$ cat src/design/msac_pkg.sv
//------------------------------------------------------------------------------
// msac_pkg
// shared types, constants and the set-value function of the alarm countdown
//------------------------------------------------------------------------------
package msac_pkg;

	localparam int SLOTS   = 4;
	localparam int SLOT_W  = (SLOTS > 1) ? $clog2(SLOTS) : 1;
	localparam int SEC_W   = 12;
	localparam int SEC_MAX = (1 << SEC_W) - 1;

	typedef enum logic [1:0] {
		OP_TICK   = 2'd0,
		OP_SET    = 2'd1,
		OP_CANCEL = 2'd2,
		OP_NONE   = 2'd3
	} op_t;

	typedef enum logic [1:0] {
		ST_DONE    = 2'd0,
		ST_NO_FREE = 2'd1,
		ST_NOT_SET = 2'd2,
		ST_TICK    = 2'd3
	} status_t;

	typedef enum logic {
		S_IDLE,
		S_RUN
	} state_t;

	typedef struct packed {
		logic             en;
		logic             active;
		logic [SEC_W-1:0] seconds;
	} bank_wr_t;

	// (10*mt+mo)*60 + 10*st+so, saturated to the count width
	function automatic logic [SEC_W-1:0] load_value(
		input logic [2:0] mt,
		input logic [3:0] mo,
		input logic [2:0] st,
		input logic [3:0] so
	);
		logic [6:0]  mins;
		logic [6:0]  secs;
		logic [13:0] total;
		mins  = 7'(mt) * 7'd10 + 7'(mo);
		secs  = 7'(st) * 7'd10 + 7'(so);
		total = 14'(mins) * 14'd60 + 14'(secs);
		if (total > 14'(SEC_MAX))
			return SEC_W'(SEC_MAX);
		return total[SEC_W-1:0];
	endfunction

endpackage

$ cat src/design/multi_slot_alarm_countdown_top.sv
//------------------------------------------------------------------------------
// multi_slot_alarm_countdown_top
// bank of alarm slots with set, cancel and one-second tick commands
//------------------------------------------------------------------------------
// An item is taken when start is high and busy is low; busy then stays high
// while one sequencer walks the slots, one slot per cycle, through a single
// decrement and zero-compare unit. A tick walks every slot, a set stops at
// the lowest free slot, and a cancel or an unused op takes a single step.
// The result shows for one cycle with done high in the cycle after the last
// step; busy is already low then, so the next item can be taken in that same
// cycle. The receiver cannot stall: a result not captured while done is high
// is gone.
module multi_slot_alarm_countdown_top (
	input  logic       clk,
	input  logic       arst_n,
	input  logic       start,
	output logic       busy,
	input  logic [1:0] op,
	input  logic [2:0] minute_tens,
	input  logic [3:0] minute_ones,
	input  logic [2:0] second_tens,
	input  logic [3:0] second_ones,
	input  logic [1:0] cancel_slot,
	output logic       done,
	output logic [1:0] status,
	output logic [1:0] chosen_slot,
	output logic [3:0] fired_mask,
	output logic       any_fired,
	output logic [1:0] fired_slot
);

	localparam int SW = msac_pkg::SLOT_W;

	msac_pkg::state_t           state_q, state_d;
	msac_pkg::op_t              op_q;
	logic [SW-1:0]              idx_q;
	logic [msac_pkg::SEC_W-1:0] val_q;
	logic                       cancel_ok_q;
	logic [3:0]                 mask_q;
	logic                       any_q;
	logic [1:0]                 hi_q;

	logic                       done_q;
	msac_pkg::status_t          status_q;
	logic [1:0]                 chosen_q;
	logic [3:0]                 fmask_q;
	logic                       fany_q;
	logic [1:0]                 fslot_q;

	msac_pkg::bank_wr_t         wr;
	logic                       rd_active;
	logic [msac_pkg::SEC_W-1:0] rd_seconds;

	logic                       accept;
	logic                       last;
	logic                       finish;
	logic                       fire_now;
	msac_pkg::status_t          status_d;
	logic [1:0]                 chosen_d;
	logic [3:0]                 mask_n;
	logic                       any_n;
	logic [1:0]                 hi_n;

	msac_slot_bank u_bank (
		.clk        (clk),
		.arst_n     (arst_n),
		.idx        (idx_q),
		.wr         (wr),
		.rd_active  (rd_active),
		.rd_seconds (rd_seconds)
	);

	assign busy   = (state_q != msac_pkg::S_IDLE);
	assign accept = start && !busy;
	assign last   = (idx_q == SW'(msac_pkg::SLOTS - 1));

	always_ff @(posedge clk or negedge arst_n) begin
		if (!arst_n)
			state_q <= msac_pkg::S_IDLE;
		else
			state_q <= state_d;
	end

	always_comb begin
		state_d    = state_q;
		wr         = '0;
		finish     = 1'b0;
		fire_now   = 1'b0;
		status_d   = msac_pkg::ST_DONE;
		chosen_d   = 2'd0;
		case (state_q)
			msac_pkg::S_IDLE: begin
				if (accept)
					state_d = msac_pkg::S_RUN;
			end
			msac_pkg::S_RUN: begin
				case (op_q)
					msac_pkg::OP_TICK: begin
						status_d = msac_pkg::ST_TICK;
						if (rd_active) begin
							wr.en = 1'b1;
							if (rd_seconds == '0) begin
								fire_now   = 1'b1;
								wr.active  = 1'b0;
								wr.seconds = '0;
							end else begin
								wr.active  = 1'b1;
								wr.seconds = rd_seconds - 1'b1;
							end
						end
						finish = last;
					end
					msac_pkg::OP_SET: begin
						if (!rd_active) begin
							wr.en      = 1'b1;
							wr.active  = 1'b1;
							wr.seconds = val_q;
							chosen_d   = 2'(idx_q);
							finish     = 1'b1;
						end else if (last) begin
							status_d = msac_pkg::ST_NO_FREE;
							finish   = 1'b1;
						end
					end
					msac_pkg::OP_CANCEL: begin
						if (cancel_ok_q && rd_active) begin
							wr.en      = 1'b1;
							wr.active  = 1'b0;
							wr.seconds = '0;
						end else begin
							status_d = msac_pkg::ST_NOT_SET;
						end
						finish = 1'b1;
					end
					default: begin
						finish = 1'b1;
					end
				endcase
				if (finish)
					state_d = msac_pkg::S_IDLE;
			end
			default: begin
				state_d = msac_pkg::S_IDLE;
			end
		endcase
	end

	assign mask_n = mask_q | (fire_now ? (4'd1 << idx_q) : 4'd0);
	assign any_n  = any_q | fire_now;
	assign hi_n   = fire_now ? 2'(idx_q) : hi_q;

	always_ff @(posedge clk or negedge arst_n) begin
		if (!arst_n)
			done_q <= 1'b0;
		else
			done_q <= finish;
	end

	always_ff @(posedge clk) begin
		if (accept) begin
			op_q        <= msac_pkg::op_t'(op);
			val_q       <= msac_pkg::load_value(minute_tens, minute_ones,
				second_tens, second_ones);
			cancel_ok_q <= (32'(cancel_slot) < msac_pkg::SLOTS);
			idx_q       <= (msac_pkg::op_t'(op) == msac_pkg::OP_CANCEL) ?
				SW'(cancel_slot) : '0;
			mask_q      <= 4'd0;
			any_q       <= 1'b0;
			hi_q        <= 2'd0;
		end else if (state_q == msac_pkg::S_RUN) begin
			idx_q  <= idx_q + 1'b1;
			mask_q <= mask_n;
			any_q  <= any_n;
			hi_q   <= hi_n;
		end
		if (finish) begin
			status_q <= status_d;
			chosen_q <= chosen_d;
			fmask_q  <= mask_n;
			fany_q   <= any_n;
			fslot_q  <= hi_n;
		end
	end

	assign done        = done_q;
	assign status      = status_q;
	assign chosen_slot = chosen_q;
	assign fired_mask  = fmask_q;
	assign any_fired   = fany_q;
	assign fired_slot  = fslot_q;

endmodule

$ cat src/design/msac_slot_bank.sv
//------------------------------------------------------------------------------
// msac_slot_bank
// active flags and countdown registers of all slots, one slot per access
//------------------------------------------------------------------------------
module msac_slot_bank (
	input  logic                          clk,
	input  logic                          arst_n,
	input  logic [msac_pkg::SLOT_W-1:0]   idx,
	input  msac_pkg::bank_wr_t            wr,
	output logic                          rd_active,
	output logic [msac_pkg::SEC_W-1:0]    rd_seconds
);

	logic                       active_q  [msac_pkg::SLOTS];
	logic [msac_pkg::SEC_W-1:0] seconds_q [msac_pkg::SLOTS];

	always_ff @(posedge clk or negedge arst_n) begin
		if (!arst_n) begin
			for (int i = 0; i < msac_pkg::SLOTS; i++) begin
				active_q[i]  <= 1'b0;
				seconds_q[i] <= '0;
			end
		end else if (wr.en) begin
			active_q[idx]  <= wr.active;
			seconds_q[idx] <= wr.seconds;
		end
	end

	assign rd_active  = active_q[idx];
	assign rd_seconds = seconds_q[idx];

endmodule

$ cat config.mk
export PLATFORM = sky130hd
export DESIGN_NAME = multi_slot_alarm_countdown_top
export DESIGN_NICKNAME = d
export VERILOG_FILES = /design/src/design/msac_pkg.sv /design/src/design/multi_slot_alarm_countdown_top.sv /design/src/design/msac_slot_bank.sv
export SDC_FILE = /design/constraint.sdc
export NUM_CORES = 1
export LEC_CHECK = 0
export BUFFER_PORTS_ARGS = -buffer_cell sky130_fd_sc_hd__buf_4
export CAP_MARGIN = 20
export CORE_UTILIZATION = 57
export CTS_BUF_LIST = sky130_fd_sc_hd__clkbuf_4 sky130_fd_sc_hd__clkbuf_8
export DETAILED_ROUTE_END_ITERATION = 8
export PLACE_DENSITY = 0.79
export RECOVER_POWER = 100
export SETUP_SLACK_MARGIN = 0.15
export SYNTH_ARGS = -nofsm -noshare
export SYNTH_HDL_FRONTEND = slang
export SYNTH_SLANG_ARGS = --single-unit
$ cat constraint.sdc
create_clock -name clk -period 2.7 [get_ports clk]
set_input_delay 0 -clock clk [delete_from_list [all_inputs] [get_ports clk]]
set_output_delay 0 -clock clk [all_outputs]
set_load 0.03 [all_outputs]
After elaboration in Yosys (flattened, before gate mapping) --
Index checks and enable logic that the tools add are counted.
Word-level totals: logic and storage cells 92, register bits after elaboration 88, output and inout bits 13, input port bits 21
Cells by class: reductions and logical operators 7, mux-type cells 43, shift-type cells 1, magnitude comparators 3, bitwise logic cells 5, $mul 3, eq/ne operators 4, add/subtract/negate cells 5
Operators by type and width (count):
- 2-to-1 mux 12 bit | 5
- 2-to-1 mux 14 bit | 4
- bitwise mux 48 bit | 1
- case mux 14 bit (3 select lines) | 1
- binary-select mux 12 bit (select 2 bit) | 1
- demux 12 bit (select 2 bit) | 1
- 2-to-1 mux 1 bit | 17
- adder 13 x 7 -> 14 bit | 1
- adder 7 x 4 -> 7 bit | 2
- > comparator 14 x 12 -> 1 bit (second input constant) | 1
- 2-to-1 mux 13 bit | 1
- logical NOT 12 bit | 1
- multiplier 3 x 3 -> 6 bit (second input constant) | 2
- subtractor 12 x 1 -> 12 bit (second input constant) | 1
- multiplier 7 x 4 -> 11 bit (second input constant) | 1
- 2-to-1 mux 2 bit | 5
- equality test 2 bit (second input constant) | 3
- case mux 2 bit (3 select lines) | 1
- bitwise mux 4 bit | 1
- 2-to-1 mux 4 bit | 1
- OR 4 bit | 1
- case mux 1 bit (2 select lines) | 2
- << shifter 1 x 2 -> 4 bit (first input constant) | 1
- >= comparator 3 bit (second input constant) | 1
- 13 further kinds | 15

Depth between registers and ports, before layout --
word-level depth 11, gate-level depth with buffers 18, gate-level depth less buffers 18

Cells and area by module --
A second synthesis with hierarchy kept.
Unflattened totals: cells, all modules 450, area total of the unflattened synthesis 5512.8 sq um
By module, submodules not included:
- multi_slot_alarm_countdown_top | area an instance 3238.1 sq um, instances 1, cells an instance 321
- msac_slot_bank | area an instance 2274.7 sq um, instances 1, cells an instance 129

Worst setup path before layout --
Ideal clock, no wire load.
kind in2reg, start point input minute_tens[0], end point register val_q[8] (netlist bit), data pin, stages on the path 16, slack -1680 ps, data arrival time 4096 ps, cell sequence ha_1 fa_1 xor2_1 inv_1 fa_1 fa_1 inv_1 ha_1 xnor2_1 ha_1 inv_1 o21ba_2 nor4_1 nand4_1 mux2i_1 o21ai_0
On the way: longest elaborated chain between the ends 8
RTL lines:
- start: declaration | RTL line multi_slot_alarm_countdown_top.sv:19 | input logic [2:0] minute_tens,
- multiplier 3 x 3 -> 6 bit (*) | RTL line msac_pkg.sv:47 | mins = 7'(mt) * 7'd10 + 7'(mo);
- adder 7 x 4 -> 7 bit (*) | RTL line msac_pkg.sv:47
- multiplier 7 x 4 -> 11 bit (*) | RTL line msac_pkg.sv:49 | total = 14'(mins) * 14'd60 + 14'(secs);
- adder 13 x 7 -> 14 bit (*) | RTL line msac_pkg.sv:49
- > comparator 14 x 12 -> 1 bit | RTL line msac_pkg.sv:50 | if (total > 14'(SEC_MAX))
- 2-to-1 mux 1 bit | RTL line msac_pkg.sv:50
- 2-to-1 mux 1 bit | RTL line multi_slot_alarm_countdown_top.sv:160 | if (accept) begin
- 2-to-1 mux 12 bit (*) | RTL line msac_pkg.sv:52 | return total[SEC_W-1:0];
- end signal: assignment | RTL line multi_slot_alarm_countdown_top.sv:162 | val_q <= msac_pkg::load_value(minute_tens, minute_ones,
- end: declaration | RTL line multi_slot_alarm_countdown_top.sv:37 | logic [msac_pkg::SEC_W-1:0] val_q;
Mark *: on every way between the ends. The rest lies on a longest branch, timed or not. The select of a mux whose other input is x is not followed. A chain may end at the register's enable or synchronous reset.

Worst setup path after layout --
start point input minute_tens[0], end point register val_q[11] (netlist bit), data pin
The elaborated chain is that of the path after synthesis.

==> flow_metrics.py <==
metrics = {
    "hold_path": {
        "hold_end": "idx_q[1]$_DFFE_PP_",
        "whs_path_depth": 3,
        "min_path_type": "in -> reg",
        "hold_path_startpoint": "cancel_slot[1]",
    },
    "logic_synthesis": {
        "synth_edf_count": 27,
        "synth-xor-area-share": 0.0407,
        "netlist.area_leader.share": 0.251,
        "synth-simple-area-share": 0.144,
        "synthCells": 495,
        "ys_types": 62,
        "synth_compound_area_frac": 0.120,
        "synth_area_um2": 5380,
        "synthArstFlopShare": 0.614,
        "synth_top_family_by_area": "simple AND/OR/NAND/NOR gates",
        "ys_warn_count": 0,
        "synth_seq_area_share": 0.428,
        "avgSynthCellArea_um2": 10.9,
        "synthesis.nets": 564,
        "synthAdderAreaFrac": 0.126,
        "yosysTopAreaCell": "dfrtp_1",
        "synth_commonest_cells": "nand2_1, dfrtp_1, ha_1",
        "synthTopCellsByArea": "dfrtp_1, edfxtp_1, ha_1",
        "synthFlopType": "dfrtp_1",
        "yosys.cell_count.top_type": "nand2_1",
        "synthMuxAreaShare": 0.107,
        "ys_ff_latch": 88,
    },
    "cts": {
        "clkTransAtPathRegs_ns": 0.08,
        "cts_made_buffers": 9,
        "root_buffer": "clkbuf_8",
        "clk_latency_ns": 0.38,
        "cts_tree": "built",
        "cts_buffer_depth": 2,
        "cts_sinks": 88,
        "cts_max_level": 3,
    },
    "routing": {
        "topRoutingLayerUsed": "met4",
        "firstDrtPassIters": 9,
        "wl_met3_um": 1510,
        "vias_per_cell": 6.58,
        "vias": 4961,
        "wl_per_cell_um": 24.2,
        "route.detailed.drc": 0,
        "ant_nets": 0,
        "drt_iter0_markers": 356,
        "drt-met1-wl_um": 6170,
        "wirelength_um": 18200,
        "met2_length_um": 9350,
    },
    "sta": {
        "drv_slew": 0,
        "finalSetupViolCount": 94,
        "final.setup_skew_ns": 0.0330,
        "max_freq_mhz": 268,
        "setup_ws_ns": -1.03,
        "fin_crit_ns": 3.73,
        "final_hold_viol_count": 0,
        "max_slew_margin": 0.101,
        "worst_pin_slew_ns": 1.35,
        "setup-tns-final_ns": -67.75,
        "rsz0062_at_grt": "true",
        "period_share": 1.38,
    },
    "placement": {
        "gp_congestion": 0.905,
        "dp_worst_setup_slack_ns": -1.44,
        "dp_hpwl_um": 9180,
        "io_buffers": 33,
    },
    "global_route": {
        "antenna_found_initial": 0,
        "grt_overflow": 0,
        "grtUsageTotal": 0.320,
        "grt_pass1_vias": 4834,
        "grt_pass1_wl_um": 23900,
        "grt_max_degree": 55,
    },
    "setup_path": {
        "r2r_cells": 11,
        "end_kind": "flip-flop",
        "r2r_end": "u_bank.seconds_q[33]$_DFFE_PN0P_",
        "start_kind": "primary input",
        "worstPathMaxFanout": 4,
        "crit_type": "in -> reg",
        "cp.required_ns": 2.81,
        "crit_arrival_ns": 3.83,
        "rrSetupSlack_ns": -0.88,
        "r2r_start": "idx_q[0]$_DFFE_PP_",
    },
    "flow_run": {
        "cap_violations": 0,
    },
    "final_layout": {
        "nNetsFinal": 707,
        "final_util": 0.850,
        "fillers": 413,
        "syn_to_final_growth_pct": 45.4,
        "drive_gt1_frac": 0.474,
        "antenna_cells": 0,
    },
    "floorplanning": {
        "die_width_um": 99.1,
        "rows": 35,
        "ios": 34,
        "core_area_um2": 9200,
        "die_y_um": 99.1,
        "die-area_um2": 9830,
        "start_util": 0.585,
    },
    "run_status": {
        "violations": "negative setup slack",
        "run_status": "finished, violations left",
    },
}
## layout by cell type, fill, tap and decap left out, types with 4 or more instances in the layout
cell	synthesis	final
ha_4	0	11
a21boi_2	1	5
xnor2_1	15	8
xnor2_2	0	6
nand2b_1	11	9
nand2_2	0	11
a21oi_1	18	10
fa_1	10	8
buf_4	0	86
clkbuf_8	1	10
ha_1	38	26
xor2_1	10	6
o21ai_0	30	6
edfxtp_1	27	27
o21ai_2	0	11
inv_1	31	24
nor2_1	31	22
clkbuf_1	5	16
nand2_4	1	7
dfxtp_1	7	7
a21oi_2	0	4
buf_8	0	5
o21ai_1	0	11
nand2_1	76	54
nor2_4	0	8
a21o_4	0	4
a31oi_1	8	5
dfrtp_1	54	54
mux4_2	7	11
and2_4	0	5
buf_6	1	22
a21o_1	11	11
nand2_8	0	8
inv_2	0	7
a21oi_4	0	4
mux2_2	18	6
dlygate4sd3_1	0	6
mux2_4	2	14
## state kept, by name, indices dropped and copies added, names as in the netlist, 2 cells and up
signal,flops
op_q,2
status,2
chosen_slot,2
u_bank.seconds_q,48
fired_mask,4
fired_slot,2
u_bank.active_q,4
idx_q,2
hi_q,2
val_q,12
mask_q,4
## repair_timing
item                                   in CTS  in global routing
buffers inserted                           21                 15
hold buffers                                6                  0
endpoints found under the hold margin      64                  0
resized for setup                         121                 84
setup endpoints to repair                  77                 78
pin swaps                                  59                 38
gates cloned                                0                  3
## metrics by stage
step	area [um^2]	hold slack (ns)	instances
3_5_place_dp	6500	0.0711	693
6_report	7820	0.00532	754
5_1_grt	7820	0.0292	754
3_3_place_gp	6500	0.0672	693
4_1_cts	7350	0.0304	736
2_1_floorplan	5680	-0.296	495
## layout make-up
cell class | count | area (um^2) | share of cell area
Clock buffer | 11 | 145 | 0.0186
Clock inverter | 5 | 62.6 | 0.00800
Inverter | 31 | 116 | 0.0149
Multi-Input combinational cell | 368 | 3910 | 0.499
Sequential cell | 88 | 2300 | 0.294
Tap cell | 111 | 139 | 0.0178
Timing Repair Buffer | 140 | 1150 | 0.147
## worst max-delay path, cell delays in order
cell      delay (ns)
buf_8           0.11
ha_4            0.15
fa_2            0.59
fa_1            0.45
inv_1           0.08
fa_1            0.46
fa_2            0.57
inv_2           0.05
ha_4            0.29
nand2_2         0.07
o21ai_2         0.16
or3b_4          0.43
nor3_2          0.14
mux2i_1         0.21
nand2b_1        0.08
## routing by layer
| layer | GRT usage | vias up |
|---|---|---|
| li1 | - | 2051 |
| met1 | 0.360 | 2432 |
| met2 | 0.592 | 358 |
| met3 | 0.0485 | 120 |
| met4 | 0.157 | 0 |
| met5 | 0 | - |
## worst max path at each step
stage	start	endpoint	slack, ns
CTS	minute_tens[0]	val_q[8]$_SDFFCE_PN1P_	-0.94
floorplan	minute_tens[0]	val_q[8]$_SDFFCE_PN1P_	-1.05
global route	minute_tens[0]	val_q[8]$_SDFFCE_PN1P_	-1.15
finish	minute_tens[0]	val_q[11]$_SDFFCE_PN1P_	-1.03
detailed placement	minute_tens[0]	val_q[8]$_SDFFCE_PN1P_	-1.44
global placement	minute_tens[0]	val_q[11]$_SDFFCE_PN1P_	-1.28
## kinds of logic after synthesis
group / after synthesis
AO/OA/AOI/OAI: 98
XOR/XNOR: 25
adder cells (fa/ha/maj): 48
buffers and inverters: 42
flip-flops: 88
multiplexers: 36
AND/OR/NAND/NOR: 158
Power is left out: the tool's default activity adds up to more than one toggle a clock period on the data nets, which glitch-free logic cannot reach.
